[src/sv/peak_window_agc_top_defines.svh]
// assertion macros shared by the rtl
`ifndef PEAK_WINDOW_AGC_TOP_DEFINES_SVH
`define PEAK_WINDOW_AGC_TOP_DEFINES_SVH

`ifndef NO_ASSERTIONS

`define PWAGC_ASSERT_IMPLY(label, clk, rst_n, ante, cons) \
	label: assert property (@(posedge clk) disable iff (!rst_n) (ante) |-> (cons)) \
		else $error("assertion failed");

`define PWAGC_ASSERT_NEXT(label, clk, rst_n, ante, cons) \
	label: assert property (@(posedge clk) disable iff (!rst_n) (ante) |=> (cons)) \
		else $error("assertion failed");

`else

`define PWAGC_ASSERT_IMPLY(label, clk, rst_n, ante, cons)

`define PWAGC_ASSERT_NEXT(label, clk, rst_n, ante, cons)

`endif

`endif

[src/sv/pwagc_pkg.sv]
package pwagc_pkg;

	localparam int SAMPLE_W = 16;
	localparam int MAG_W    = SAMPLE_W + 1;
	localparam int GAIN_W   = 8;
	localparam int LEVEL_W  = 15;
	localparam int COUNT_W  = 16;
	localparam int CFG_W    = 16;
	localparam int IDX_W    = 3;
	localparam int PROD_W   = MAG_W + GAIN_W;

	localparam logic [IDX_W-1:0] REG_WINDOW_LEN   = 3'd0;
	localparam logic [IDX_W-1:0] REG_TARGET_LEVEL = 3'd1;
	localparam logic [IDX_W-1:0] REG_MAX_GAIN     = 3'd2;
	localparam logic [IDX_W-1:0] REG_MIN_GAIN     = 3'd3;
	localparam logic [IDX_W-1:0] REG_GAIN_STEP    = 3'd4;
	localparam logic [IDX_W-1:0] REG_LOAD_GAIN    = 3'd5;

	localparam logic [COUNT_W-1:0] WINDOW_LEN_RST   = 16'd1023;
	localparam logic [LEVEL_W-1:0] TARGET_LEVEL_RST = 15'd16384;
	localparam logic [GAIN_W-1:0]  MAX_GAIN_RST     = 8'd255;
	localparam logic [GAIN_W-1:0]  MIN_GAIN_RST     = 8'd1;
	localparam logic [GAIN_W-1:0]  GAIN_STEP_RST    = 8'd1;
	localparam logic [GAIN_W-1:0]  LOAD_GAIN_RST    = 8'd1;

	localparam logic [LEVEL_W-1:0] LEVEL_MAX = 15'h7fff;

	typedef struct packed {
		logic [COUNT_W-1:0] window_len;
		logic [LEVEL_W-1:0] target_level;
		logic [GAIN_W-1:0]  max_gain;
		logic [GAIN_W-1:0]  min_gain;
		logic [GAIN_W-1:0]  gain_step;
	} cfg_t;

	typedef struct packed {
		logic              reload;
		logic [GAIN_W-1:0] reload_gain;
	} reload_t;

	typedef struct packed {
		logic [MAG_W-1:0]  mag;
		logic              neg;
		logic [GAIN_W-1:0] gain;
	} stage_t;

endpackage

[src/sv/pwagc_cfg.sv]
module pwagc_cfg (
	input  logic                           clk,
	input  logic                           arst_n,
	input  logic                           cfg_we,
	input  logic [pwagc_pkg::IDX_W-1:0]    cfg_index,
	input  logic [pwagc_pkg::CFG_W-1:0]    cfg_data,
	output pwagc_pkg::cfg_t                cfg,
	output pwagc_pkg::reload_t             rld
);

	pwagc_pkg::cfg_t cfg_q;

	always_ff @(posedge clk or negedge arst_n) begin
		if (!arst_n) begin
			cfg_q.window_len   <= pwagc_pkg::WINDOW_LEN_RST;
			cfg_q.target_level <= pwagc_pkg::TARGET_LEVEL_RST;
			cfg_q.max_gain     <= pwagc_pkg::MAX_GAIN_RST;
			cfg_q.min_gain     <= pwagc_pkg::MIN_GAIN_RST;
			cfg_q.gain_step    <= pwagc_pkg::GAIN_STEP_RST;
		end else if (cfg_we) begin
			unique case (cfg_index)
				pwagc_pkg::REG_WINDOW_LEN:   cfg_q.window_len   <= cfg_data;
				pwagc_pkg::REG_TARGET_LEVEL: cfg_q.target_level <= cfg_data[pwagc_pkg::LEVEL_W-1:0];
				pwagc_pkg::REG_MAX_GAIN:     cfg_q.max_gain     <= cfg_data[pwagc_pkg::GAIN_W-1:0];
				pwagc_pkg::REG_MIN_GAIN:     cfg_q.min_gain     <= cfg_data[pwagc_pkg::GAIN_W-1:0];
				pwagc_pkg::REG_GAIN_STEP:    cfg_q.gain_step    <= cfg_data[pwagc_pkg::GAIN_W-1:0];
				default: ;
			endcase
		end
	end

	assign cfg             = cfg_q;
	assign rld.reload      = cfg_we && (cfg_index == pwagc_pkg::REG_LOAD_GAIN);
	assign rld.reload_gain = cfg_data[pwagc_pkg::GAIN_W-1:0];

endmodule

[src/sv/pwagc_gain.sv]
`include "peak_window_agc_top_defines.svh"

module pwagc_gain (
	input  logic                                clk,
	input  logic                                arst_n,
	input  pwagc_pkg::cfg_t                     cfg,
	input  pwagc_pkg::reload_t                  rld,
	input  logic                                step_en,
	input  logic signed [pwagc_pkg::SAMPLE_W-1:0] sample,
	output pwagc_pkg::stage_t                   stage
);

	localparam int GW = pwagc_pkg::GAIN_W;
	localparam int LW = pwagc_pkg::LEVEL_W;
	localparam int CW = pwagc_pkg::COUNT_W;
	localparam int MW = pwagc_pkg::MAG_W;
	localparam int PW = pwagc_pkg::PROD_W;

	logic [GW-1:0] gain_q;
	logic [LW-1:0] peak_q;
	logic [CW-1:0] count_q;

	logic          neg;
	logic [MW-1:0] mag;
	logic [PW-1:0] amp_full;
	logic [LW-1:0] amp;
	logic [LW-1:0] peak_new;
	logic          win_end;
	logic [GW:0]   up_sum;
	logic [GW:0]   dn_thr;
	logic [GW-1:0] gain_up;
	logic [GW-1:0] gain_dn;
	logic [GW-1:0] gain_new;

	always_comb begin
		neg      = sample[pwagc_pkg::SAMPLE_W-1];
		mag      = neg ? (MW'(0) - {1'b1, sample}) : {1'b0, sample};
		amp_full = PW'(mag) * PW'(gain_q);
		amp      = (amp_full > PW'(pwagc_pkg::LEVEL_MAX)) ? pwagc_pkg::LEVEL_MAX
			: amp_full[LW-1:0];
		peak_new = (amp > peak_q) ? amp : peak_q;
		win_end  = (count_q >= cfg.window_len);

		up_sum  = {1'b0, gain_q} + {1'b0, cfg.gain_step};
		gain_up = (up_sum <= {1'b0, cfg.max_gain}) ? up_sum[GW-1:0] : cfg.max_gain;
		dn_thr  = {1'b0, cfg.min_gain} + {1'b0, cfg.gain_step};
		gain_dn = ({1'b0, gain_q} >= dn_thr) ? (gain_q - cfg.gain_step) : cfg.min_gain;

		if (!win_end) begin
			gain_new = gain_q;
		end else if (peak_new < cfg.target_level) begin
			gain_new = gain_up;
		end else begin
			gain_new = gain_dn;
		end
	end

	always_ff @(posedge clk or negedge arst_n) begin
		if (!arst_n) begin
			gain_q  <= pwagc_pkg::LOAD_GAIN_RST;
			peak_q  <= '0;
			count_q <= '0;
		end else if (rld.reload) begin
			gain_q  <= rld.reload_gain;
			peak_q  <= '0;
			count_q <= '0;
		end else if (step_en) begin
			gain_q <= gain_new;
			if (win_end) begin
				peak_q  <= '0;
				count_q <= '0;
			end else begin
				peak_q  <= peak_new;
				count_q <= count_q + CW'(1);
			end
		end
	end

	assign stage.mag  = mag;
	assign stage.neg  = neg;
	assign stage.gain = gain_new;

	`PWAGC_ASSERT_NEXT(a_count_inc, clk, arst_n, step_en && !win_end && !rld.reload,
		count_q == CW'($past(count_q) + CW'(1)))
	`PWAGC_ASSERT_NEXT(a_window_clear, clk, arst_n, step_en && win_end && !rld.reload,
		(peak_q == '0) && (count_q == '0))
	`PWAGC_ASSERT_NEXT(a_reload_gain, clk, arst_n, rld.reload,
		(gain_q == $past(rld.reload_gain)) && (peak_q == '0) && (count_q == '0))

endmodule

[src/sv/pwagc_scale.sv]
module pwagc_scale (
	input  logic                                 clk,
	input  logic                                 load,
	input  pwagc_pkg::stage_t                    stage,
	output logic signed [pwagc_pkg::SAMPLE_W-1:0] sample_out,
	output logic [pwagc_pkg::GAIN_W-1:0]          gain_now
);

	localparam int SW = pwagc_pkg::SAMPLE_W;
	localparam int PW = pwagc_pkg::PROD_W;
	localparam logic [PW-1:0] POS_LIM = PW'(16'h7fff);
	localparam logic [PW-1:0] NEG_LIM = PW'(17'h08000);

	logic [PW-1:0] prod;
	logic [SW-1:0] res;

	always_comb begin
		prod = PW'(stage.mag) * PW'(stage.gain);
		if (stage.neg) begin
			res = (prod > NEG_LIM) ? {1'b1, {(SW-1){1'b0}}} : (SW'(0) - prod[SW-1:0]);
		end else begin
			res = (prod > POS_LIM) ? {1'b0, {(SW-1){1'b1}}} : prod[SW-1:0];
		end
	end

	// result register, no reset on payload
	always_ff @(posedge clk) begin
		if (load) begin
			sample_out <= $signed(res);
			gain_now   <= stage.gain;
		end
	end

endmodule

[src/sv/peak_window_agc_top.sv]
// an accepted beat passes the input, stage and result registers before it is presented
// throughput: one beat per cycle unless stalled; gain/peak/count loop closes in pwagc_gain
// stall from the output ripples back through any full stages to in_stall
// reset (arst_n low, asynchronous): pipeline emptied, config registers to their defaults,
// gain to the load gain default, peak and count cleared
`include "peak_window_agc_top_defines.svh"

module peak_window_agc_top (
	input  logic                                  clk,
	input  logic                                  arst_n,
	input  logic                                  in_valid,
	output logic                                  in_stall,
	input  logic signed [pwagc_pkg::SAMPLE_W-1:0] sample_in,
	output logic                                  out_valid,
	input  logic                                  out_stall,
	output logic signed [pwagc_pkg::SAMPLE_W-1:0] sample_out,
	output logic [pwagc_pkg::GAIN_W-1:0]          gain_now,
	input  logic                                  cfg_we,
	input  logic [pwagc_pkg::IDX_W-1:0]           cfg_index,
	input  logic [pwagc_pkg::CFG_W-1:0]           cfg_data
);

	pwagc_pkg::cfg_t    cfg;
	pwagc_pkg::reload_t rld;
	pwagc_pkg::stage_t  stage_comb;
	pwagc_pkg::stage_t  stage_s2;

	logic                                  valid_s1;
	logic signed [pwagc_pkg::SAMPLE_W-1:0] sample_s1;
	logic                                  valid_s2;
	logic                                  out_valid_q;
	logic                                  adv_out;
	logic                                  adv_s2;
	logic                                  adv_s1;

	assign adv_out  = !out_valid_q || !out_stall;
	assign adv_s2   = !valid_s2 || adv_out;
	assign adv_s1   = !valid_s1 || adv_s2;
	assign in_stall = !adv_s1;
	assign out_valid = out_valid_q;

	pwagc_cfg u_cfg (
		.clk       (clk),
		.arst_n    (arst_n),
		.cfg_we    (cfg_we),
		.cfg_index (cfg_index),
		.cfg_data  (cfg_data),
		.cfg       (cfg),
		.rld       (rld)
	);

	// input register
	always_ff @(posedge clk or negedge arst_n) begin
		if (!arst_n) begin
			valid_s1 <= 1'b0;
		end else if (adv_s1) begin
			valid_s1 <= in_valid;
		end
	end

	always_ff @(posedge clk) begin
		if (adv_s1 && in_valid) begin
			sample_s1 <= sample_in;
		end
	end

	pwagc_gain u_gain (
		.clk     (clk),
		.arst_n  (arst_n),
		.cfg     (cfg),
		.rld     (rld),
		.step_en (valid_s1 && adv_s2),
		.sample  (sample_s1),
		.stage   (stage_comb)
	);

	always_ff @(posedge clk or negedge arst_n) begin
		if (!arst_n) begin
			valid_s2 <= 1'b0;
		end else if (adv_s2) begin
			valid_s2 <= valid_s1;
		end
	end

	always_ff @(posedge clk) begin
		if (adv_s2 && valid_s1) begin
			stage_s2 <= stage_comb;
		end
	end

	always_ff @(posedge clk or negedge arst_n) begin
		if (!arst_n) begin
			out_valid_q <= 1'b0;
		end else if (adv_out) begin
			out_valid_q <= valid_s2;
		end
	end

	pwagc_scale u_scale (
		.clk        (clk),
		.load       (adv_out && valid_s2),
		.stage      (stage_s2),
		.sample_out (sample_out),
		.gain_now   (gain_now)
	);

	`PWAGC_ASSERT_IMPLY(a_no_stall_accepts, clk, arst_n, !out_stall, !in_stall)
	`PWAGC_ASSERT_NEXT(a_full_pipe_stall, clk, arst_n,
		valid_s1 && valid_s2 && out_valid_q && out_stall, valid_s1 && valid_s2)

endmodule

[config.mk]
export PLATFORM = sky130hd
export DESIGN_NAME = peak_window_agc_top
export DESIGN_NICKNAME = d
export VERILOG_FILES = /design/src/sv/pwagc_pkg.sv /design/src/sv/pwagc_cfg.sv /design/src/sv/pwagc_gain.sv /design/src/sv/pwagc_scale.sv /design/src/sv/peak_window_agc_top.sv
export VERILOG_INCLUDE_DIRS = /design/src /design/src/sv
export SDC_FILE = /design/constraint.sdc
export NUM_CORES = 1
export LEC_CHECK = 0
export CORE_MARGIN = 3
export CORE_UTILIZATION = 40
export CTS_CLUSTER_SIZE = 28
export DETAILED_ROUTE_END_ITERATION = 10
export DONT_BUFFER_PORTS = 1
export PLACE_DENSITY_LB_ADDON = 0.3
export SLEW_MARGIN = 40
export SYNTH_ARGS = -nofsm -noshare
export SYNTH_HDL_FRONTEND = slang
export SYNTH_HIERARCHICAL = 1
export SYNTH_SLANG_ARGS = --single-unit
[constraint.sdc]
create_clock -name clk -period 15 [get_ports clk]
set_input_delay 1.5 -clock clk [delete_from_list [all_inputs] [get_ports clk]]
set_output_delay 1.5 -clock clk [all_outputs]
set_load 0.05 [all_outputs]
==> impl_metrics.yaml, run 1 <==
clock_tree:
  post_cts_buffers: 0
  cts_tree: "built"
  cts-root-buf: "clkbuf_16"
  cts.htree.levels: 4
  insertion_delay_ns: 0.48
  cts_buffers: 17
  clock_sinks: 163
  path_clk_slew_ns: 0.08
  cts_resized: 0
  hold_buffers: 0
  cts_buffer_depth: 2
sta:
  period_needed_ns: 12.02
  fmax_mhz: 83.23
  relSlewSlack_pct: 41.05
  setup_viol: 0
  hold_violations: 0
  fin_crit_sh_pct: 80.10
  drv_slew: 0
  worstMarginPinSlew_ns: 0.8843
  fin_worst_skew_ns: 0.01490
  fin_tns_setup_ns: 0
  rsz0062_at_grt: "false"
synthesis:
  synthTopCellsByCount: "inv_1 (293), fa_1 (183), nand2_1 (179)"
  syn_inst: 2039
  ys_top_cells_by_area: "fa_1 (19%), ha_1 (12%), edfxtp_1 (10%)"
  yosysSeqAreaShare_pct: 23.19
  ys_seq_elements: 163
  ys_warn_count: 6
  synth_top_cell_area_share_pct: 19.14
  synth_top_area_cell: "fa_1"
  ys.flop_type: "dfrtp_1"
  synth_edf_count: 66
  synth_cell_types: 91
  syn_area_per_cell_um2: 9.385
  synth.most_common_cell: "inv_1"
  netlist_area_um2: 19140
  async_flop_share_pct: 59.51
critical_path:
  reg2reg_setup_slack_ns: 2.98
  crit_fanout: 33
  worstPathRequired_ns: 15.24
  worstSetupPathType: "reg -> reg"
  worst_path_largest_cell_delay_ns: 0.67
  cp.arrival_ns: 12.26
  r2r_start: "sample_s1[0]"
  cp_slowest_cell: "nor4_4"
  cp-start-kind: "flop"
  cp-end-kind: "flop"
  r2r_end: "stage_s2[0]"
  reg2reg_depth: 39
hold_path:
  holdPathEnd: "valid_s2"
  hp-class: "reg -> reg"
  whs_path_depth: 1
  hold_path_startpoint: "valid_s1"
die:
  initial_core_util_pct: 40.76
  io_pins: 66
  die_area_um2: 50500
  num_rows: 79
  core_um2: 46950
  fp.dieW_um: 224.7
  die_h_um: 224.7
finish:
  final_nets: 2402
  syn2layout_area_growth_pct: 6.016
  layout-drive-gt1-share_pct: 8.540
  design_area_um2: 20290
drt:
  wire_per_inst_um: 17.21
  drcViolationCount: 0
  vias: 14150
  wirelength_um: 45130
  antenna_left: 0
  drt_iter0_drc: 906
  vias_per_cell: 5.395
  first_pass_iters: 5
grt:
  globalRouteTotalUtil_pct: 18.59
  grt_overflow: 0
  grt_pass1_vias: 14660
  antenna_found_initial: 3
  grt_pass1_wl_um: 75800
  grt_max_degree: 98
placed_design:
  gp_congestion: 0.8595
  placedInstanceArea_um2: 19660
  place_hpwl_um: 34910
  io_buffers: 0
status:
  status: "finished clean"
flow_run:
  cap_viol_max_count: 0
logic make-up (layout without fill, tap and decap cells):
| group | after synthesis | count (layout) | synth area share, % |
|---|---|---|---|
| muxes | 89 | 89 | 5.296 |
| AOI/OAI and AO/OA | 366 | 366 | 13.00 |
| DFF | 163 | 163 | 23.19 |
| adders and majority gates | 361 | 361 | 30.78 |
| other | 2 | 10 | 0.03925 |
| and+or+nand+nor | 625 | 625 | 17.12 |
| xor gates and xnor gates | 58 | 58 | 2.655 |
| buffers and inverters | 375 | 343 | 7.918 |
worst max-delay path by stage:
stage                       from     endpoint  depth (start not counted)
finish              sample_s1[0]  stage_s2[0]                         39
global placement    sample_s1[0]  stage_s2[0]                         41
global route        sample_s1[0]  stage_s2[0]                         39
CTS                 sample_s1[0]  stage_s2[0]                         39
detailed placement  sample_s1[0]  stage_s2[0]                         39
floorplan           sample_s1[6]  stage_s2[0]                         41
per-layer routing:
layer,part of all wire (%),track usage (%),up-vias
met2,48,31.47,288
li1,-,-,6754
met4,2.7,6.623,4
met3,3.7,2.871,79
met5,0.047,0,-
met1,45,24.27,7020
worst max-delay path, delay by kind of cell (launching register included):
kind	cells	cell delay, ns
DFF	1	0.56
and+or+nand+nor	11	3.18
AOI/OAI and AO/OA	14	3.28
muxes	3	0.58
xor gates and xnor gates	1	0.66
adders and majority gates	7	3.18
buffers and inverters	3	0.26
area by class of cell:
| type | count | area, um^2 |
|---|---|---|
| Tap cell | 607 | 759.5 |
| Clock inverter | 12 | 127.6 |
| Clock buffer | 20 | 478.0 |
| Timing Repair Buffer | 13 | 97.59 |
| Antenna cell | 1 | 2.502 |
| Inverter | 298 | 1119 |
| Sequential cell | 163 | 4439 |
| Multi-Input combinational cell | 1508 | 13260 |
| Fill cell | 4489 | 26660 |
flip-flops by register name, indices dropped and copies added (netlist names):
name,flops
u_scale/sample_out,16
u_gain/gain_q,8
stage_s2,26
sample_s1,16
u_gain/peak_q,15
u_scale/gain_now,8
valid_s2,1
u_gain/count_q,16
valid_s1,1
u_cfg/cfg,55
out_valid,1
placed cells by master (no fill, tap or decap), types with 13 or more instances in the layout:
cell type,synthesis,final
a21oi_1,78,78
nand3_1,27,27
dfstp_2,22,22
and2_1,136,135
a22o_1,15,15
buf_4,12,13
nand2b_1,20,20
clkbuf_16,0,18
edfxtp_1,66,66
xor2_1,29,28
mux2_2,54,54
xnor2_1,29,26
o21ai_0,80,80
ha_1,178,178
fa_1,183,183
nor2b_1,45,45
dfrtp_1,75,73
a21o_1,33,33
o21a_1,19,19
nor2_1,98,97
o21bai_1,15,15
o31ai_1,16,16
and3_1,25,25
nand4_1,17,17
nor3_1,27,27
nand2_1,179,179
inv_1,293,293
mux2i_1,24,23
metrics by stage:
step           hold slack, ns  cells  utilization, %  setup WS [ns]
6_report               0.4812   2622           43.21          2.985
5_1_grt                0.5140   2621           43.20          2.121
4_1_cts                0.4872   2621           43.16          3.106
3_5_place_dp           0.4700   2589           41.87          3.127
3_3_place_gp           0.4613   2588           41.79          3.204
2_1_floorplan          0.4489   2046               -          4.532
Power of run 1 is left out: the tool's default activity adds up to more than one toggle a clock period on the data nets, which glitch-free logic cannot reach.
==> run 2: changes to the inputs <==
clock period = 12.4 ns   (was 15 ns; I/O delays follow)
==> run 2 against run 1 <==
Utilization is essentially flat. Clock skew grew 0.0022 ns. Largest cell class unchanged. Critical path type unchanged. Non-clock buffer count rose by 4. First-iteration DRC count decreased by 7.0%. Count of clock-buffer cells in the layout is 2 lower. Critical path depth increased by 1.
==> impl_metrics.yaml, run 2 (synthesized netlist as in run 1, its figures left out) <==
finish:
  final_cell_mix: "inv_1 (293), fa_1 (183), nand2_1 (179), ha_1 (178), and2_1 (136)"
  final_common_cell: "inv_1"
  final_nets: 2406
  syn2layout_area_growth_pct: 6.126
  largest_reg_flops: 55
  layout-drive-gt1-share_pct: 8.622
critical_path:
  worstSetupPathType: "reg -> reg"
  cp-start-kind: "flop"
  crit_family: "compound AO/OA/AOI/OAI gates"
  worstPathRequired_ns: 12.64
  cp-end-kind: "flop"
  cp.arrival_ns: 11.60
  cp.buffers_inverters: 4
  cp_slowest_cell: "xor2_1"
  crit_fanout: 33
  worst_path_largest_cell_delay_ns: 0.67
clock_tree:
  path_clk_slew_ns: 0.08
  insertion_delay_ns: 0.48
  cts_buffers: 17
  cts_resized: 0
  cts.htree.levels: 4
  hold_buffers: 0
  cts_buffer_depth: 2
  post_cts_buffers: 0
  clock_sinks: 163
  cts-root-buf: "clkbuf_16"
  cts_tree: "built"
placed_design:
  io_buffers: 0
  gp_congestion: 0.8768
  place_hpwl_um: 35320
drt:
  met3RoutedLength_um: 2065
  drcViolationCount: 0
  route.met2.wl_um: 22160
  met1_length_um: 20570
  drt_iter0_drc: 843
  wire_per_inst_um: 17.40
  vias_per_cell: 5.420
  antenna_left: 0
  first_pass_iters: 5
  dr.max_layer_used: "met5"
  vias: 14230
  wirelength_um: 45680
sta:
  drv_slew: 0
  fin_worst_skew_ns: 0.01712
  rsz0062_at_grt: "false"
  fmax_mhz: 88.04
  fin_crit_sh_pct: 91.60
  period_needed_ns: 11.36
  hold_violations: 0
  relSlewSlack_pct: 40.88
  setup_viol: 0
  worstMarginPinSlew_ns: 0.8869
  fin_tns_setup_ns: 0
flow_run:
  cap_viol_max_count: 0
die:
  io_pins: 66
  die_h_um: 224.7
  initial_core_util_pct: 40.76
  core_um2: 46950
  num_rows: 79
  fp.dieW_um: 224.7
  die_area_um2: 50500
grt:
  globalRouteTotalUtil_pct: 18.59
  grt_pass1_vias: 14690
  grt_max_degree: 98
  grt_pass1_wl_um: 75770
  grt_overflow: 0
  antenna_found_initial: 6
status:
  status: "finished clean"
hold_path:
  hp-class: "in -> async"
==> run 2: cell count changes in the layout (fill, tap and decap cells not counted), sizes merged <==
cell,previous run,this run
clkbuf,20,18
inv,304,302
buf,13,17
clkinv,6,10
==> run 2: metal layers <==
metal / vias to the layer above / track usage [%]
li1: 6767 / -
met1: 7023 / 24.25
met2: 366 / 31.44
met3: 72 / 3.759
met4: 6 / 5.352
met5: - / 0
==> run 2: final timing paths <==
path	from	to	slack, ns	depth (start not counted)
min reg2reg	valid_s1	valid_s2	0.49	1
max reg2reg	sample_s1[3]	stage_s2[0]	1.04	40
min	arst_n	u_gain/peak_q[12]	0.45	0
max	sample_s1[3]	stage_s2[0]	1.04	40
min in group clk	valid_s1	valid_s2	0.49	1
max in group asynchronous	arst_n	u_cfg/cfg[43]	11.71	0
==> run 2: metrics by stage <==
stage	setup slack, ns	utilization (%)	area, um^2	hold WS [ns]	instances
after floorplan	1.932	-	19160	0.4489	2046
after global placement	1.033	41.85	19650	0.4576	2592
after detailed placement	1.227	41.94	19690	0.4760	2593
after CTS	1.134	43.22	20290	0.3962	2625
after global routing	0.3172	43.25	20310	0.4129	2625
final	1.042	43.25	20310	0.4479	2626
==> run 2: final cells by class <==
type / count / area [um^2]
multi-input combinational: 1508 / 13260
clock buffer: 18 / 439.2
inverter: 298 / 1119
tap: 607 / 759.5
sequential: 163 / 4441
timing repair buffer: 17 / 127.6
fill: 4454 / 26640
antenna: 1 / 2.502
clock inverter: 14 / 163.9
Power of run 2 is left out for the same reason.
